<file path="config.mk">
export PLATFORM = sky130hd
export DESIGN_NAME = bph_cfg
export DESIGN_NICKNAME = d
export VERILOG_FILES = /design/src/rtl/assert_macros.svh /design/src/rtl/bph_pkg.sv /design/src/rtl/bph_cfg.sv
export SDC_FILE = /design/constraint.sdc
export NUM_CORES = 1
export LEC_CHECK = 0
export BUFFER_PORTS_ARGS = -buffer_cell sky130_fd_sc_hd__buf_2
export CORE_MARGIN = 2
export CORE_UTILIZATION = 59
export DETAILED_ROUTE_END_ITERATION = 6
export PLACE_DENSITY = 0.83
export SLEW_MARGIN = 40
export SYNTH_ARGS = -nofsm -noshare
export SYNTH_HDL_FRONTEND = slang
export SYNTH_SLANG_ARGS = --single-unit
</file>
<file path="constraint.sdc">
create_clock -name clk -period 2.91 [get_ports clk]
set_input_delay 0.7275 -clock clk [delete_from_list [all_inputs] [get_ports clk]]
set_output_delay 0.7275 -clock clk [all_outputs]
set_load 0.01 [all_outputs]
</file>
<file path="src/rtl/assert_macros.svh">
// Assertion macros used by the RTL file that carries concurrent checks.
`ifndef ASSERT_MACROS_SVH
`define ASSERT_MACROS_SVH

// Same-cycle implication, checked on every rising edge outside reset.
`define BPH_ASSERT_IMPLY(label, clk, rst_n, ante, cons, msg) \
    label: assert property (@(posedge clk) disable iff (!rst_n) (ante) |-> (cons)) \
        else $error(msg);

// Next-cycle implication, checked on every rising edge outside reset.
`define BPH_ASSERT_NEXT(label, clk, rst_n, ante, cons, msg) \
    label: assert property (@(posedge clk) disable iff (!rst_n) (ante) |=> (cons)) \
        else $error(msg);

`endif

</file>
<file path="src/rtl/bph_pkg.sv">
// Shared types, constants and helper functions of the binned pixel histogram.
`default_nettype none

package bph_pkg;

    localparam int MAX_BINS_DEF   = 256;
    localparam int PIXEL_BITS_DEF = 8;
    localparam int COUNT_BITS_DEF = 24;

    // Fixed field widths.
    localparam int CMD_W     = 2;
    localparam int INDEX_W   = 8;
    localparam int BINS_W    = 9;
    localparam int CFG_IDX_W = 2;

    // Register reset values.
    localparam logic [BINS_W-1:0] BINS_RESET = 9'd255;
    localparam int UPPER_RESET = 255;

    // Depth of the queue between front and back end (a power of two).
    localparam int Q_DEPTH = 2;

    typedef enum logic [CMD_W-1:0] {
        OP_ADD   = 2'd0,
        OP_CLEAR = 2'd1,
        OP_READ  = 2'd2
    } op_t;

    typedef enum logic [CFG_IDX_W-1:0] {
        CFG_LOWER = 2'd0,
        CFG_UPPER = 2'd1,
        CFG_BINS  = 2'd2
    } cfg_idx_t;

    // Control part of one classified operation.
    typedef struct packed {
        op_t  op;
        logic hit;
    } ctl_t;

    function automatic int imax(input int a, input int b);
        return (a > b) ? a : b;
    endfunction

endpackage

`default_nettype wire

</file>
<file path="src/rtl/bph_cfg.sv">
// Configuration registers and the shared iterative divider that derives step and reciprocal.
`default_nettype none

module bph_cfg #(
    parameter int MAX_BINS   = bph_pkg::MAX_BINS_DEF,
    parameter int PIXEL_BITS = bph_pkg::PIXEL_BITS_DEF
) (
    input  logic                                                   clk,
    input  logic                                                   rst_n,
    input  logic                                                   cfg_valid,
    output logic                                                   cfg_ready,
    input  logic [bph_pkg::CFG_IDX_W-1:0]                          cfg_index,
    input  logic [bph_pkg::imax(PIXEL_BITS, bph_pkg::BINS_W)-1:0]  cfg_data,
    input  logic                                                   front_busy,
    output logic                                                   busy,
    output logic [PIXEL_BITS-1:0]                                  lower,
    output logic [PIXEL_BITS-1:0]                                  upper,
    output logic [PIXEL_BITS-1:0]                                  step,
    output logic [2*PIXEL_BITS:0]                                  recip,
    output logic [bph_pkg::BINS_W-1:0]                             bins_used
);
    import bph_pkg::*;

    localparam int DW = imax(2 * PIXEL_BITS, BINS_W);
    localparam int CW = $clog2(DW + 1);
    localparam int RW = 2 * PIXEL_BITS + 1;
    localparam logic [DW-1:0] RECIP_DIVIDEND = DW'({(2 * PIXEL_BITS){1'b1}});

    typedef enum logic [4:0] {
        ST_IDLE       = 5'b00001,
        ST_LOAD_STEP  = 5'b00010,
        ST_DIV_STEP   = 5'b00100,
        ST_LOAD_RECIP = 5'b01000,
        ST_DIV_RECIP  = 5'b10000
    } st_t;

    st_t                    state_reg, state_next;
    logic [PIXEL_BITS-1:0]  lower_reg, lower_next;
    logic [PIXEL_BITS-1:0]  upper_reg, upper_next;
    logic [BINS_W-1:0]      bins_reg, bins_next;
    logic [PIXEL_BITS-1:0]  step_reg, step_next;
    logic [RW-1:0]          recip_reg, recip_next;
    logic [DW-1:0]          quot_reg, quot_next;
    logic [DW-1:0]          rem_reg, rem_next;
    logic [DW-1:0]          div_reg, div_next;
    logic [CW-1:0]          cnt_reg, cnt_next;

    logic                   wr;
    logic [PIXEL_BITS-1:0]  span;
    logic [PIXEL_BITS-1:0]  step_value;
    logic [DW:0]            rem_sh;
    logic [DW:0]            diff;
    logic                   take;
    logic [DW-1:0]          quot_step;

    assign cfg_ready = (state_reg == ST_IDLE) && !front_busy;
    assign busy      = (state_reg != ST_IDLE);
    assign wr        = cfg_valid && cfg_ready;
    assign lower     = lower_reg;
    assign upper     = upper_reg;
    assign step      = step_reg;
    assign recip     = recip_reg;

    // Bins in use: zero means one bin, anything above the store depth is clipped.
    always_comb
    begin
        if (bins_reg == '0)
        begin
            bins_used = BINS_W'(1);
        end
        else if (32'(bins_reg) > 32'(MAX_BINS))
        begin
            bins_used = BINS_W'(MAX_BINS);
        end
        else
        begin
            bins_used = bins_reg;
        end
    end

    assign span       = (upper_reg >= lower_reg) ? (upper_reg - lower_reg) : '0;
    assign step_value = (quot_reg == '0) ? PIXEL_BITS'(1) : quot_reg[PIXEL_BITS-1:0];

    // One restoring division step per cycle.
    assign rem_sh    = {rem_reg, quot_reg[DW-1]};
    assign diff      = rem_sh - {1'b0, div_reg};
    assign take      = !diff[DW];
    assign quot_step = {quot_reg[DW-2:0], take};

    always_comb
    begin
        state_next = state_reg;
        lower_next = lower_reg;
        upper_next = upper_reg;
        bins_next  = bins_reg;
        step_next  = step_reg;
        recip_next = recip_reg;
        quot_next  = quot_reg;
        rem_next   = rem_reg;
        div_next   = div_reg;
        cnt_next   = cnt_reg;
        unique case (state_reg)
            ST_IDLE:
            begin
                if (wr)
                begin
                    case (cfg_index)
                        CFG_LOWER:
                        begin
                            lower_next = cfg_data[PIXEL_BITS-1:0];
                            state_next = ST_LOAD_STEP;
                        end
                        CFG_UPPER:
                        begin
                            upper_next = cfg_data[PIXEL_BITS-1:0];
                            state_next = ST_LOAD_STEP;
                        end
                        CFG_BINS:
                        begin
                            bins_next  = cfg_data[BINS_W-1:0];
                            state_next = ST_LOAD_STEP;
                        end
                        default:
                        begin
                            state_next = ST_IDLE;
                        end
                    endcase
                end
            end
            ST_LOAD_STEP:
            begin
                quot_next  = DW'(span);
                rem_next   = '0;
                div_next   = DW'(bins_used);
                cnt_next   = '0;
                state_next = ST_DIV_STEP;
            end
            ST_DIV_STEP:
            begin
                rem_next  = take ? diff[DW-1:0] : rem_sh[DW-1:0];
                quot_next = quot_step;
                cnt_next  = cnt_reg + CW'(1);
                if (cnt_reg == CW'(DW - 1))
                begin
                    state_next = ST_LOAD_RECIP;
                end
            end
            ST_LOAD_RECIP:
            begin
                step_next  = step_value;
                quot_next  = RECIP_DIVIDEND;
                rem_next   = '0;
                div_next   = DW'(step_value);
                cnt_next   = '0;
                state_next = ST_DIV_RECIP;
            end
            ST_DIV_RECIP:
            begin
                rem_next  = take ? diff[DW-1:0] : rem_sh[DW-1:0];
                quot_next = quot_step;
                cnt_next  = cnt_reg + CW'(1);
                if (cnt_reg == CW'(DW - 1))
                begin
                    // Ceiling of 2^(2P) / step, exact for every pixel offset.
                    recip_next = {1'b0, quot_step[2*PIXEL_BITS-1:0]} + RW'(1);
                    state_next = ST_IDLE;
                end
            end
            default:
            begin
                state_next = ST_IDLE;
            end
        endcase
    end

    always_ff @(posedge clk or negedge rst_n)
    begin
        if (!rst_n)
        begin
            state_reg <= ST_IDLE;
            lower_reg <= '0;
            upper_reg <= PIXEL_BITS'(UPPER_RESET);
            bins_reg  <= BINS_RESET;
            step_reg  <= PIXEL_BITS'(1);
            recip_reg <= RW'(1) << (2 * PIXEL_BITS);
        end
        else
        begin
            state_reg <= state_next;
            lower_reg <= lower_next;
            upper_reg <= upper_next;
            bins_reg  <= bins_next;
            step_reg  <= step_next;
            recip_reg <= recip_next;
        end
    end

    always_ff @(posedge clk)
    begin
        quot_reg <= quot_next;
        rem_reg  <= rem_next;
        div_reg  <= div_next;
        cnt_reg  <= cnt_next;
    end

endmodule

`default_nettype wire

</file>
After elaboration in Yosys (flattened, before gate mapping)
Index checks and enable logic that the tools add are counted.
{"block": "word_totals", "input_bits": 15, "reg_bits": 108, "elab_cells": 60}
{"block": "op_classes", "n_reduce_logical": 18, "n_lt_le_gt_ge": 2, "n_mux": 14, "addsub": 4, "eq_ne": 12}
{"cell": "16-bit one-hot mux with 2 select lines", "count": 2}
{"cell": "16-bit one-hot mux with 3 select lines", "count": 1}
{"cell": "5-bit one-hot mux with 5 select lines", "count": 1}
{"cell": "9-bit two-way mux", "count": 2}
{"cell": "16-bit by 1-bit adder with 17-bit output (second input constant)", "count": 1}
{"cell": "17-bit by 16-bit subtractor with 17-bit output", "count": 1}
{"cell": "16-bit zero test", "count": 1}
{"cell": "16-bit two-way mux", "count": 1}
{"cell": "8-bit two-way mux", "count": 2}
{"cell": "5-bit two-way mux", "count": 3}
{"cell": "3-bit AND reduction", "count": 4}
{"cell": "5-bit by 4-bit equality test with 1-bit output (second input constant)", "count": 2}
{"cell": "5-bit one-hot mux with 2 select lines", "count": 1}
{"cell": "9-bit > comparator (second input constant)", "count": 1}
{"cell": "9-bit zero test", "count": 1}
{"cell": "8-bit greater-or-equal comparator", "count": 1}
{"cell": "8-bit subtractor", "count": 1}
{"cell": "2-bit inequality test (second input constant)", "count": 3}
{"cell": "5-bit by 1-bit adder with 5-bit output (second input constant)", "count": 1}
{"cell": "5-bit by 1-bit equality test with 1-bit output (second input constant)", "count": 1}
{"cell": "5-bit by 2-bit equality test with 1-bit output (second input constant)", "count": 1}
{"cell": "5-bit by 3-bit equality test with 1-bit output (second input constant)", "count": 1}
{"cell": "5-bit equality test (second input constant)", "count": 1}
{"cell": "5-bit by 1-bit inequality test with 1-bit output (second input constant)", "count": 1}
{"cell": "other kinds (11)", "count": 15}

Longest topological paths before layout
Gate-level depths: netlist of run 1.
{"block": "logic_depth", "word_depth": 5, "ltp_mapped": 11}

Least setup slack after synthesis of run 1
Ideal clock, no wire load.
{"block": "synth_path", "kind": "register to register", "startpoint": "reg upper_reg[0] (netlist: upper[0])", "endpoint": "reg quot_reg[0] (data pin)", "path_slack_ns": 0.288, "arrival_time_ns": 2.361, "stages_incl_launch_ff": 11, "cell_sequence": "dfstp_2 > inv_1 > ha_1 > inv_1 > fa_1 > a21o_1 > a21oi_1 > nor2b_1 > o311a_1 > o221a_2 > a221o_1"}
{"block": "synth_via", "elab_chain_cells": 3, "elab_cells_between_ends": 4}
{"item": "start: declaration", "line": "bph_cfg.sv:39", "source": "logic [PIXEL_BITS-1:0] upper_reg, upper_next;"}
{"item": "start signal: assignment", "line": "bph_cfg.sv:182", "source": "upper_reg <= PIXEL_BITS'(UPPER_RESET);"}
{"item": "start signal: assignment", "line": "bph_cfg.sv:191", "source": "upper_reg <= upper_next;"}
{"item": "8-bit subtractor or 8-bit greater-or-equal comparator (tied branches)", "line": "bph_cfg.sv:81", "source": "assign span = (upper_reg >= lower_reg) ? (upper_reg - lower_reg) : '0;"}
{"item": "8-bit two-way mux (*)", "line": "bph_cfg.sv:81"}
{"item": "16-bit one-hot mux with 3 select lines (*)", "line": "bph_cfg.sv:102", "source": "unique case (state_reg)"}
{"item": "named net quot_next[0]", "line": "bph_cfg.sv:43", "source": "logic [DW-1:0] quot_reg, quot_next;"}
{"item": "end signal: assignment", "line": "bph_cfg.sv:200", "source": "quot_reg <= quot_next;"}
{"item": "end: declaration", "line": "bph_cfg.sv:43"}
The timed path passes the listed nets; every way through them passes the cells marked *.
A chain may end at the register's enable or synchronous reset.

Worst setup path in the final report of run 1
{"block": "layout_path", "startpoint": "reg quot_reg[15]", "endpoint": "reg rem_reg[13] (data pin)"}
{"block": "layout_via", "elab_chain_cells": 3}
{"item": "17-bit by 16-bit subtractor with 17-bit output", "line": "bph_cfg.sv:86", "source": "assign diff = rem_sh - {1'b0, div_reg};"}
{"item": "16-bit two-way mux", "line": "bph_cfg.sv:140, bph_cfg.sv:159"}
{"item": "16-bit one-hot mux with 2 select lines", "line": "bph_cfg.sv:102"}
{"item": "end signal: assignment", "line": "bph_cfg.sv:201", "source": "rem_reg <= rem_next;"}
{"item": "end: declaration", "line": "bph_cfg.sv:44", "source": "logic [DW-1:0] rem_reg, rem_next;"}
No other way between the ends.

==> flow_summary.toml, run 1 <==
[global_routing]
gr-total-overflow = 0
grt_pass1_vias = 4335
grt_start_max_net_pins = 31
antenna_found_initial = 0
grt_pass1_wl_um = 20500
grt_use_total_pct = 25.6

[setup_path]
path_depth = 9
reg2reg_from = "quot_reg[15]"
crit_chain = "inv_1 > ha_1 > fa_2 > nand2b_1 > a21oi_2 > o21ai_1 > a211o_2 > or4_1 > a21oi_2"
arrival_ns = 3.00
rr_worst_depth = 9
cp_top_family = "compound AO/OA/AOI/OAI gates"
slowest_stage = "or4_1"
worst_path_largest_cell_delay_ns = 0.54
crit_start = "quot_reg[15]"
endpoint = "rem_reg[13]"
crit_type = "reg -> reg"
path_common_cell = "a21oi_2"
r2r_setup_slack_ns = 0.13
cp.required_ns = 3.13
path_max_fanout = 7
crit_path_start_kind = "register"
r2r-end = "rem_reg[13]"
end_kind = "register"
cp_num_buf_inv = 1

[routing]
dr.first_iter.drc_count = 292
drc_errors = 0
antenna_left = 0
via_per_inst = 6.13
wl_per_cell_um = 17.7
drt_first_pass_iters = 5
routed_wl_um = 12500
via_count = 4337

[timing]
finClkSkew_ns = 0.00943
hold_viol_final = 0
finalSetupTns_ns = 0
max_freq_ghz = 0.360
drv_slew = 0
setup_slack_ns = 0.131
finalCriticalPeriod_ns = 2.78
fin_crit_sh_pct = 95.5
rsz0062_at_grt = "no"
tightest_slew_ns = 0.622
setup_violations = 0
relSlewSlack_pct = 58.5

[synthesis]
yosys.area.top_type = "edfxtp_1"
ys_types = 62
yosys_register_bits = 101
synth_edf_count = 46
syn_nets = 556
synth_top_cell_area_share_pct = 24.9
synth_area_mm2 = 0.00556
seq_area_frac_synth_pct = 50.1
syn_inst = 520
synth_area_leaders = "edfxtp_1 (25%), dfrtp_1 (16%), dfstp_2 (9.0%)"
yosysWarningCount = 0
synth_flop_cell = "edfxtp_1"
synth.avg_cell_area_um2 = 10.7
ys_async_sr_fraction_pct = 54.5

[placed_design]
dpl.cell_count = 688
pre_cts_ws_ns = 0.0221
dpl.hpwl_um = 9190
port_buffers = 66
place.gp.congestion = 0.924

[hold_path]
hold_class = "in -> async"

[floorplan]
core-area_mm2 = 0.00920
initial_core_util_pct = 60.4
die_h_um = 101
dieArea_mm2 = 0.0102
rows = 35
io_pins = 67
die_w_um = 101

[pwr]
combPwrFrac_pct = 45.7
ir_drop_v = 0.000873
intPower_mw = 3.80
powerDensity_mw_per_mm2 = 1030
seqPwrFrac_pct = 41.3
p_clk_share_pct = 13.1
switchingPower_mw = 2.63
power_leakage_nw = 2.73
sw_frac_of_total_pct = 40.9

[layout]
stdcell_count = 707
area_growth_pct = 12.8
largest_register_ffs = 17
final_nets = 627
diodes = 0
layout-drive-gt1-share_pct = 27.9

[clocking]
max-clock-path-buffers = 2
cts.sinks = 101
clk_latency_ns = 0.37
htree_levels = 3
clk_pin_slew_ns = 0.10
clockRootBuffer = "clkbuf_8"
numCtsBuffers = 9
cts_tree = "built"

[job]
maxCapViolations = 0

[status]
run_status = "completed"
[kinds of logic after synthesis]
kind of cell / after synthesis / synth area share, %
compound gates: 119 / 15.2
xor+xnor: 22 / 3.47
fa+ha+maj: 21 / 5.00
buf+inv: 53 / 4.05
flops: 101 / 50.1
mux: 25 / 5.04
simple gates: 179 / 17.2
[cells in the final DEF, fill, tap and decap left out, types with 13 or more instances in the layout]
cell	count
nor2b_1	13
dfrtp_1	36
mux2_2	24
ha_1	19
buf_4	19
nand2_1	48
a21oi_1	19
o21ai_0	25
buf_2	66
edfxtp_1	46
dfstp_2	19
nor2_1	38
nand3_1	16
inv_1	26
[through the flow]
stage	total power, mW	hold WS, ns	utilization, %	area (um^2)
global route	6.83	0.401	68.2	6270
global placement	5.39	0.457	65.8	6050
CTS	6.38	0.385	67.8	6240
floorplan	4.63	0.432	-	5560
detailed placement	5.53	0.464	65.8	6050
finish	6.44	0.362	68.2	6270
[synth_stat cells (15+ instances only)]
library cell and n:
clkbuf_1 15, a21oi_1 21, nor2_1 38, nand3_1 16, nand2_1 48, mux2_2 24, o21ai_0 26, dfrtp_1 36
inv_1 26, ha_1 19, dfstp_2 19, edfxtp_1 46
[per-layer routing]
layer  routed length, um  GRT usage, %  part of all wire [%]
met1                5130          32.0                    41
met2                6340          44.1                    51
met3                 758          4.72                   6.1
met4                 253          9.98                   2.0
met5                   0             0                     0
[how the worst min path moves through the flow]
stage	slack [ns]	to	cells past startpoint
after floorplan	0.43	bins_reg[8]	0
after global placement	0.46	recip[14]	2
after detailed placement	0.46	recip[14]	2
after CTS	0.38	recip[7]	1
after global routing	0.40	state_reg[1]	1
final	0.36	lower[1]	1
[worst reg2reg max path: stages (launching register included)]
cell	delay, ns
edfxtp_1	0.39
inv_1	0.06
ha_1	0.23
fa_2	0.36
nand2b_1	0.19
a21oi_2	0.18
o21ai_1	0.11
a211o_2	0.40
or4_1	0.54
a21oi_2	0.17
[power by group through the flow]
stage | logic [mW] | registers, mW | clock network, mW
floorplan | 2.09 | 2.54 | 0
global placement | 2.75 | 2.64 | 0
detailed placement | 2.85 | 2.67 | 0
CTS | 2.89 | 2.64 | 0.855
global route | 3.21 | 2.71 | 0.906
finish | 2.94 | 2.66 | 0.843
[area by class of cell]
cell class / count / area, um^2
inverter: 26 / 97.6
sequential: 101 / 2780
timing repair buffer: 87 / 498
tap: 111 / 139
clock buffer: 9 / 124
fill: 662 / 2930
multi-input combinational: 366 / 2570
clock inverter: 7 / 58.8
[what timing repair did]
action / CTS / global route
gates resized for setup: 1 / 5
hold buffers: 0 / 0
buffers inserted: 0 / 3
pin swaps: 0 / 2
setup endpoints to repair: 1 / 10
No activity file was read; power rests on OpenSTA's default activity.
==> run 2, diff against run 1 <==
clock period = 3.1 ns   (was 2.91 ns; I/O delays follow)
==> flow_summary.toml, run 2 (synthesis results as in run 1) <==
[clocking]
clk_pin_slew_ns = 0.11
numCtsBuffers = 9
htree_levels = 3
cts.sinks = 101
clockRootBuffer = "clkbuf_8"
max-clock-path-buffers = 2
clk_latency_ns = 0.37
holdBufCountCts = 0
cts_tree = "built"

[setup_path]
cp_num_buf_inv = 2
crit_chain = "inv_1 > ha_1 > fa_1 > nand2b_1 > a21oi_2 > o21ai_1 > a211o_2 > buf_4 > or4_1 > nand3_1"
crit_path_start_kind = "register"
crit_type = "reg -> reg"
path_max_fanout = 7
cp.required_ns = 3.41
cp_top_family = "simple AND/OR/NAND/NOR gates"
slowest_stage = "or4_1"
end_kind = "register"
arrival_ns = 3.22
worst_path_largest_cell_delay_ns = 0.50

[pwr]
p_total_mw = 6.17
ir_drop_v = 0.000726
switchingPower_mw = 2.52
seqPwrFrac_pct = 40.8
sw_frac_of_total_pct = 40.8
powerDensity_mw_per_mm2 = 984
intPower_mw = 3.65
combPwrFrac_pct = 44.6
power_leakage_nw = 2.73
p_clk_share_pct = 14.6

[floorplan]
rows = 35
io_pins = 67
die_h_um = 101
dieArea_mm2 = 0.0102
initial_core_util_pct = 60.4
core-area_mm2 = 0.00920
die_w_um = 101

[layout]
diodes = 0
final_common_cell = "buf_2"
final_nets = 625
area_growth_pct = 12.8
largest_register_ffs = 17
layout-drive-gt1-share_pct = 27.1
final_cell_mix = "buf_2 (66), nand2_1 (48), edfxtp_1 (46)"
stdcell_count = 705

[placed_design]
dpl.cell_count = 686
pre_cts_ws_ns = 0.130
port_buffers = 66
dpl.hpwl_um = 9080
place.gp.congestion = 0.938

[timing]
hold_viol_final = 0
finalCriticalPeriod_ns = 2.91
fin_crit_sh_pct = 93.8
drv_slew = 0
finClkSkew_ns = 0.0108
setup_violations = 0
max_freq_ghz = 0.344
finalSetupTns_ns = 0
setup_slack_ns = 0.191
tightest_slew_ns = 0.544
relSlewSlack_pct = 62.8

[global_routing]
grt_use_total_pct = 25.9
gr-total-overflow = 0
grt_pass1_vias = 4221
grt_start_max_net_pins = 33
grt_pass1_wl_um = 20700
antenna_found_initial = 0

[routing]
antenna_left = 0
dr.first_iter.drc_count = 207
drc_errors = 0
routed_wl_um = 12700
via_per_inst = 6.23
via_count = 4393
drt_first_pass_iters = 4
wl_per_cell_um = 18.0

[status]
run_status = "completed"

[job]
maxCapViolations = 0

[hold_path]
hold_class = "in -> async"
[run 2: timing repair]
action / 4_1_cts / 5_1_grt
setup endpoints to repair: 0 / 10
buffers inserted: 0 / 2
gates resized for setup: 0 / 3
[run 2: worst register-to-register path, stage by stage, from the launching register on]
cell	delay [ns]
edfxtp_1	0.39
inv_1	0.06
ha_1	0.23
fa_1	0.42
nand2b_1	0.20
a21oi_2	0.17
o21ai_1	0.16
a211o_2	0.44
buf_4	0.18
or4_1	0.50
nand3_1	0.09
[run 2: final timing paths]
check | startpoint | to | slack (ns) | depth (start not counted)
worst max-delay path | quot_reg[15] | recip[3] | 0.19 | 10
worst min-delay path | rst_n | lower[2] | 0.37 | 1
worst max register to register | quot_reg[15] | recip[3] | 0.19 | 10
worst min register to register | recip[1] | recip[1] | 0.48 | 2
max in group asynchronous | rst_n | bins_reg[5] | 1.83 | 2
min in group clk | recip[1] | recip[1] | 0.48 | 2
[run 2: layout make-up]
cell class                      count  area (um^2)
Fill cell                         685         2930
Timing Repair Buffer               84          465
Tap cell                          111          139
Multi-Input combinational cell    367         2570
Clock inverter                      7         87.6
Clock buffer                        9          124
Sequential cell                   101         2780
Inverter                           26         97.6
[run 2: power groups by stage]
| stage | combinational [mW] | sequential (mW) | clock (mW) |
|---|---|---|---|
| floorplan | 1.96 | 2.39 | 0 |
| global placement | 2.55 | 2.51 | 0 |
| detailed placement | 2.65 | 2.53 | 0 |
| CTS | 2.68 | 2.51 | 0.907 |
| global route | 3.00 | 2.58 | 0.956 |
| finish | 2.75 | 2.52 | 0.899 |
[run 2: through the flow]
step                      area, um^2  utilization [%]  hold WS [ns]
after floorplan                 5560                -         0.479
after global placement          6030             65.5         0.459
after detailed placement        6030             65.5         0.467
after CTS                       6240             67.8         0.376
after global routing            6270             68.1         0.400
final                           6270             68.1         0.368
[run 2: routing by layer]
metal,vias up,track usage [%],part of all wire [%]
met5,-,0,0
met4,0,8.11,1.9
met3,25,4.85,7.2
met2,196,43.9,50
met1,2137,33.7,41
li1,2035,-,-
==> run 3, diff against run 2 <==
RECOVER_POWER = 100   (was not set)
==> flow_summary.toml, run 3 (synthesis results as in run 1) <==
[status]
run_status = "completed"

[hold_path]
hold_class = "reg -> reg"

[layout]
fin_util_pct = 67.1
diodes = 0
num-fill-cells = 719
stdcell_count = 705
area_growth_pct = 11.1
final_common_cell = "clkbuf_1"
final_nets = 625
largest_register_ffs = 17
layout-drive-gt1-share_pct = 17.0
final_cell_mix = "clkbuf_1 (50), nand2_1 (48), edfxtp_1 (46)"

[timing]
relSlewSlack_pct = 17.0
max_freq_ghz = 0.343
finClkSkew_ns = 0.00982
drv_slew = 0
finalSetupTns_ns = 0
hold_ws_ns = 0.485
tightest_slew_ns = 1.24
fin_crit_sh_pct = 94.0
finalCriticalPeriod_ns = 2.91
setup_violations = 0
hold_viol_final = 0

[routing]
dr.first_iter.drc_count = 182
wl_per_cell_um = 18.0
drt_first_pass_iters = 6
via_per_inst = 6.21
routed_wl_um = 12700
drc_errors = 0
via_count = 4378
antenna_left = 0

[global_routing]
grt_use_total_pct = 25.9
grt_pass1_wl_um = 20700
gr-total-overflow = 0
grt_start_max_net_pins = 33
grt_pass1_vias = 4221
antenna_found_initial = 0

[clocking]
cts_tree = "built"
max-clock-path-buffers = 2
numCtsBuffers = 9
clk_latency_ns = 0.37
htree_levels = 3
clk_pin_slew_ns = 0.11
cts.sinks = 101
clockRootBuffer = "clkbuf_8"
holdBufCountCts = 0

[setup_path]
cp.required_ns = 3.41
end_kind = "register"
crit_path_start_kind = "register"
arrival_ns = 3.22
slowest_stage = "or4_1"
crit_type = "reg -> reg"
worst_path_largest_cell_delay_ns = 0.50
crit_chain = "inv_1 > ha_1 > fa_1 > nand2b_1 > a21oi_2 > o21ai_1 > a211o_2 > buf_4 > or4_1 > nand3_1"
path_max_fanout = 7
r2r_setup_slack_ns = 0.19

[floorplan]
die_h_um = 101
io_pins = 67
die_w_um = 101
rows = 35
core-area_mm2 = 0.00920
initial_core_util_pct = 60.4
dieArea_mm2 = 0.0102

[job]
maxCapViolations = 0

[placed_design]
dpl.hpwl_um = 9080
dpl.cell_count = 686
place.gp.congestion = 0.938
port_buffers = 66

[pwr]
power_leakage_nw = 2.53
powerDensity_mw_per_mm2 = 986
ir_drop_v = 0.000717
==> run 3: cell count changes in the layout (fill, tap and decap cells not counted), sizes merged <==
cell | previous run | this run
clkbuf | 9 | 61
buf | 84 | 32
==> run 3: per-layer routing <==
metal	part of all wire, %	wire length, um	track usage [%]	vias to the layer above
met3	6.3	799	4.85	24
met1	42	5330	33.7	2159
met4	1.9	242	8.11	0
met5	0	0	0	-
li1	-	-	-	2036
met2	50	6330	43.9	159
==> run 3: area by class of cell <==
class	instances	area, um^2	area share (%)
Timing Repair Buffer	84	383	6.20
Multi-Input combinational cell	367	2560	41.5
Clock buffer	9	124	2.01
Inverter	26	97.6	1.58
Clock inverter	7	87.6	1.42
Sequential cell	101	2780	45.1
Tap cell	111	139	2.25
==> run 3: stage by stage <==
stage / power (mW) / worst slack (ns) / cell area [um^2]
floorplan: 4.35 / 0.478 / 5560
global placement: 5.06 / 0.269 / 6030
detailed placement: 5.18 / 0.130 / 6030
CTS: 6.10 / 0.0594 / 6240
global route: 6.45 / -0.00245 / 6170
finish: 6.09 / 0.186 / 6170
==> run 3: power breakdown <==
group	switching, mW	internal (mW)	total (mW)
Sequential	0.483	2.03	2.51
Combinational	1.53	1.14	2.68
Clock	0.506	0.394	0.899
Total	2.52	3.57	6.09
==> run 3: worst paths after layout <==
check                        startpoint  endpoint  depth (start not counted)
max reg2reg                quot_reg[15]  recip[3]                         10
min                            recip[1]  recip[1]                          2
min reg2reg                    recip[1]  recip[1]                          2
max in group asynchronous         rst_n  recip[7]                          2
min in group asynchronous         rst_n  lower[2]                          1
max                        quot_reg[15]  recip[3]                         10
==> run 3: worst max-delay path: cells and delay by family (launching register included) <==
kind	cells	cell delay [ns]
AND/OR/NAND/NOR	3	0.79
flip-flops	1	0.39
buffers and inverters	2	0.25
adder cells (fa/ha/maj)	2	0.66
AO/OA/AOI/OAI	3	0.77
==> run 3: what timing repair did <==
action	in CTS	in global routing
buffers inserted	0	2
gates resized for setup	0	3
setup endpoints to repair	0	10
